File: src/sv/aabbt_pkg.sv
// Shared widths, types and the narrowing function of the transformed box pipeline.
// No dependencies; every other file takes names from here by scope.
`default_nettype none

package aabbt_pkg;

   // Field and datapath widths
   localparam int AXES     = 3;
   localparam int COORD_W  = 32;
   localparam int ENTRY_W  = 16;
   localparam int BASIS_W  = AXES * ENTRY_W;
   localparam int CORNER_W = COORD_W + 1;
   localparam int PROD_W   = CORNER_W + ENTRY_W;
   localparam int WIDE_W   = PROD_W + 2;

   // Fraction bits of a matrix entry; the narrowing drops exactly these
   localparam int MATRIX_FRAC_BITS = 14;

   // Pipeline layout: corner stage, lane stages, output stage
   localparam int LANE_STAGES  = 6;
   localparam int PIPE_STAGES  = LANE_STAGES + 2;
   localparam int CORNER_STAGE = 0;
   localparam int MERGE_STAGE  = PIPE_STAGES - 1;

   typedef logic signed [COORD_W-1:0]  coord_type;
   typedef logic        [BASIS_W-1:0]  basis_type;
   typedef logic signed [CORNER_W-1:0] corner_type;
   typedef logic signed [ENTRY_W-1:0]  entry_type;
   typedef logic signed [PROD_W-1:0]   prod_type;
   typedef logic signed [WIDE_W-1:0]   wide_type;

   typedef struct packed {
      coord_type value;
      logic      sat;
   } narrow_type;

   typedef struct packed {
      coord_type center;
      coord_type extent;
      logic      sat;
   } lane_result_type;

   // Round to nearest (ties up), drop the matrix fraction, clamp to 32 bits
   function automatic narrow_type narrow(input wide_type wide);
      logic signed [WIDE_W:0]                  rounded;
      logic        [WIDE_W-MATRIX_FRAC_BITS:0] shifted;
      logic        [WIDE_W-COORD_W-MATRIX_FRAC_BITS+1:0] upper;
      narrow_type                              res;
      rounded = $signed({wide[WIDE_W-1], wide})
              + $signed({{(WIDE_W+1-MATRIX_FRAC_BITS){1'b0}}, 1'b1,
                         {(MATRIX_FRAC_BITS-1){1'b0}}});
      shifted = rounded[WIDE_W:MATRIX_FRAC_BITS];
      upper   = shifted[WIDE_W-MATRIX_FRAC_BITS:COORD_W-1];
      if ((&upper) || !(|upper)) begin
         res.value = shifted[COORD_W-1:0];
         res.sat   = 1'b0;
      end else begin
         res.value = shifted[WIDE_W-MATRIX_FRAC_BITS] ? {1'b1, {(COORD_W-1){1'b0}}}
                                                     : {1'b0, {(COORD_W-1){1'b1}}};
         res.sat   = 1'b1;
      end
      return res;
   endfunction

endpackage

`default_nettype wire

File: src/sv/aabbt_corners.sv
// Front stage: forms the local min/max corners and unpacks the matrix entries.
// Depends on aabbt_pkg.
`default_nettype none

module aabbt_corners (
   input  wire logic                  clock,
   input  wire logic                  adv,
   input  wire aabbt_pkg::coord_type  center [aabbt_pkg::AXES],
   input  wire aabbt_pkg::coord_type  extent [aabbt_pkg::AXES],
   input  wire aabbt_pkg::basis_type  basis  [aabbt_pkg::AXES],
   output aabbt_pkg::corner_type      lo_ff  [aabbt_pkg::AXES],
   output aabbt_pkg::corner_type      hi_ff  [aabbt_pkg::AXES],
   output aabbt_pkg::entry_type       entry_ff [aabbt_pkg::AXES][aabbt_pkg::AXES]
);

   aabbt_pkg::corner_type lo_in    [aabbt_pkg::AXES];
   aabbt_pkg::corner_type hi_in    [aabbt_pkg::AXES];
   aabbt_pkg::entry_type  entry_in [aabbt_pkg::AXES][aabbt_pkg::AXES];

   // Corners are exact in one extra bit; entry [i][j] is world axis i of column j
   always_comb begin
      for (int j = 0; j < aabbt_pkg::AXES; j++) begin
         lo_in[j] = $signed({center[j][aabbt_pkg::COORD_W-1], center[j]})
                  - $signed({extent[j][aabbt_pkg::COORD_W-1], extent[j]});
         hi_in[j] = $signed({center[j][aabbt_pkg::COORD_W-1], center[j]})
                  + $signed({extent[j][aabbt_pkg::COORD_W-1], extent[j]});
         for (int i = 0; i < aabbt_pkg::AXES; i++) begin
            entry_in[i][j] = basis[j][aabbt_pkg::ENTRY_W*i +: aabbt_pkg::ENTRY_W];
         end
      end
   end

   // Hold while the next stage is stalled
   always_ff @(posedge clock) begin
      if (adv) begin
         lo_ff    <= lo_in;
         hi_ff    <= hi_in;
         entry_ff <= entry_in;
      end
   end

endmodule

`default_nettype wire

File: config.mk
export PLATFORM = sky130hd
export DESIGN_NAME = aabbt_corners
export DESIGN_NICKNAME = d
export VERILOG_FILES = /design/src/sv/aabbt_pkg.sv /design/src/sv/aabbt_corners.sv
export SDC_FILE = /design/constraint.sdc
export NUM_CORES = 1
export LEC_CHECK = 0
export ABC_AREA = 1
export BUFFER_PORTS_ARGS = -buffer_cell sky130_fd_sc_hd__buf_2
export CAP_MARGIN = 20
export CORE_AREA = 10 10 255 257
export CTS_BUF_LIST = sky130_fd_sc_hd__clkbuf_4 sky130_fd_sc_hd__clkbuf_8 sky130_fd_sc_hd__clkbuf_16
export CTS_CLUSTER_SIZE = 8
export DETAILED_ROUTE_END_ITERATION = 8
export DIE_AREA = 0 0 265 267
export PLACE_DENSITY = 0.76
export REMOVE_ABC_BUFFERS = 1
export SLEW_MARGIN = 20
export SYNTH_ARGS = -nofsm -noshare
export SYNTH_HDL_FRONTEND = slang
export SYNTH_SLANG_ARGS = --single-unit
File: constraint.sdc
create_clock -name clock -period 2.75 [get_ports clock]
set_clock_uncertainty 0.1 [all_clocks]
set_input_delay 0.1375 -clock clock [delete_from_list [all_inputs] [get_ports clock]]
set_output_delay 0.1375 -clock clock [all_outputs]
set_load 0.05 [all_outputs]
==> key figures <==
Finish
  • # nets final: 4863
  • Fill count: 5591
  • Area of the multi-input gates: 0.0121 sq mm
  • Layout cells sized above 1: 21.0%
  • Sequential Area: 0.0102 sq mm
  • Area Growth Syn to Fin: 26.1%

Place
  • Gpl congestion: 0.989
  • Pre-CTS WS: 0.479 ns
  • Post-DP HPWL: 79.0 mm
  • Port Buffers: 679

Setup path
  • Arrival @ worst endpoint: 2.45 ns
  • CP Capture Type: flop
  • Crit Path Category: in2reg
  • Crit path required time: 2.97 ns
  • Setup crit start kind: primary input
  • CP Max Fanout: 3

Timing
  • Worst setup margin: 0.519 ns
  • Slew Limit Fails: 0
  • Crit share post-route: 81.1%
  • Fin crit period: 2.23 ns
  • Slew at the pin closest to its max-slew limit: 0.656 ns
  • Final Hold Viols: 0
  • Final setup violation count: 0
  • Fin Setup TNS: 0 ns
  • Slew HR: 56.3%
  • RSZ-0062 raised after global routing: false
  • Achievable Freq: 448 MHz
  • Worst Hold Slack: 0.0538 ns

CTS
  • CTS Sinks: 339
  • Clk slew on worst S/H paths: 0.05 ns
  • Setup bufs post-CTS: 0
  • CTS tree: built
  • CTS Buf Count: 50
  • Clock buffer depth: 3
  • Clk root buf: clkbuf_16
  • CTS HTree Levels: 2

Flow run
  • Maxcap violations: 0

Status
  • Status: complete, no violations

Detailed routing
  • Via density per instance: 4.81
  • DRT antenna net count: 0
  • Overall routed net length: 96.8 mm
  • # DRC: 0
  • Drt wl/cell: 18.9 microns
  • Drt first pass iters: 6
  • Via Count: 24700
  • Drt initial violations: 2176

Global routing
  • Initial antenna violation count: 22
  • Overflow after GRT: 0
  • Vias in the first global route: 23900
  • Global-route wire length before repair: 141 mm
  • Largest net degree at the start of global routing: 62
  • Gr usage total: 26.1%

Logic synthesis
  • Sequential share of the synthesized area: 39.2%
  • Cells after Synth: 3509
  • Area leader, netlist: edfxtp_1
  • Synth warnings: 0
  • Area contributors post-synth: edfxtp_1 39%, nand2_1 18%, inv_1 11%, ha_1 9.3%, nor2_1 3.9%
  • Mean post-synth cell area: 7.40 sq um
  • FF+latch count, synth: 339
  • Count of cell types in the netlist: 29
  • Area fraction of the dominant cell type after synthesis: 39.2%
  • Post-synthesis cell area: 0.0260 sq mm

Pwr
  • Max VDD drop: 476 uV
  • Leakage: 17.9 nW
  • Cell area power density: 594 mW/mm^2

Hold path
  • Hold path depth: 8
  • Hold WC Path Type: in2reg

Die
  • Die area: 0.0708 sq mm
  • I/O pin total: 680
  • FP Rows: 90
  • Die H: 267 microns
  • Core box area: 0.0599 sq mm
  • Die Wd: 265 microns
  • Initial Util: 43.3%
==> per-stage QoR <==
step | instances | area (sq um) | util [%] | power [mW]
final | 5133 | 32800 | 54.7 | 19.4
after global routing | 5125 | 32700 | 54.6 | 20.3
after CTS | 5119 | 32700 | 54.6 | 19.5
after detailed placement | 4896 | 29700 | 49.6 | 13.6
after global placement | 4896 | 29700 | 49.6 | 13.5
after floorplan | 3421 | 25100 | - | 11.4
==> cells in the mapped netlist (all sizes together) <==
library cell	instances
nand2	1281
inv	769
o21ai	25
edfxtp	339
a21oi	126
nand4	30
xnor2	10
nor3	30
ha	192
buf	85
clkbuf	3
nor2	326
o21bai	24
and2	11
clkinv	2
xor2	86
nand3	164
fa	6
==> cells by family (layout without fill, tap and decap cells) <==
kind of cell,Yosys count,after routing,share of synthesized area (%)
flip-flops,339,339,39.2
XOR/XNOR,96,96,3.24
AO/OA/AOI/OAI,175,175,3.66
AND/OR/NAND/NOR,1842,1842,29.9
buffers and inverters,859,1687,14.3
adder cells (fa/ha/maj),198,198,9.72
other,0,14,0
==> final cells by class <==
| type | instances | area share, % |
|---|---|---|
| Antenna cell | 14 | 0.107 |
| Clock buffer | 54 | 3.91 |
| Clock inverter | 8 | 0.390 |
| Inverter | 771 | 8.84 |
| Multi-Input combinational cell | 2311 | 36.8 |
| Sequential cell | 339 | 31.1 |
| Tap cell | 782 | 2.99 |
| Timing Repair Buffer | 854 | 15.8 |
==> where the power goes <==
part | total, mW | internal [mW] | switching, mW
Clock | 5.70 | 3.37 | 2.33
Sequential | 6.75 | 6.52 | 0.232
Combinational | 7.00 | 1.78 | 5.22
==> repair_timing <==
item,in CTS,in global routing
hold endpoints to repair,202,0
gates resized for setup,0,0
hold buffers,161,0
endpoints found under the setup margin,0,0
==> worst paths after layout <==
check	from	slack, ns	endpoint
max	extent[64]	0.52	lo_ff[94]
min	center[31]	0.05	lo_ff[32]
==> worst max-delay path, stage by stage <==
cell,delay [ns]
dlygate4sd3_1,0.54
buf_2,0.14
ha_1,0.22
fa_1,0.45
nor2_1,0.22
o21ai_1,0.11
nand2_1,0.15
nand2_1,0.09
nand2_2,0.13
nand2_1,0.10
nand3_1,0.09
nand2_1,0.07
==> layout by cell type, fill, tap and decap left out, types with 6 or more instances in the layout <==
cell	Yosys	routed
a21oi_1	123	123
and2_1	11	11
buf_2	7	678
buf_4	28	9
clkbuf_16	0	50
diode_2	0	14
dlygate4sd3_1	0	161
edfxtp_1	339	339
fa_1	6	6
ha_1	192	192
inv_1	755	755
inv_2	14	14
nand2_1	1240	1240
nand2_2	41	41
nand3_1	141	141
nand3_2	23	23
nand4_1	30	30
nor2_1	270	270
nor2_2	46	46
nor2_4	10	10
nor3_1	13	13
nor3_2	17	17
o21ai_0	21	21
o21bai_1	23	23
xnor2_1	10	10
xor2_1	86	86
==> registers in the layout (all words and copies together) (netlist names) <==
| register | count |
|---|---|
| lo_ff | 98 |
| hi_ff | 97 |
| entry_ff | 144 |
==> routing by layer <==
| metal | track usage, % | vias to the layer above | wire, microns |
|---|---|---|---|
| li1 | - | 12300 | - |
| met1 | 31.2 | 11200 | 38500 |
| met2 | 44.2 | 995 | 45800 |
| met3 | 6.69 | 197 | 8570 |
| met4 | 10.5 | 20 | 3780 |
| met5 | 0 | - | 115 |
Note: power is estimated with default switching activity, not from simulation.
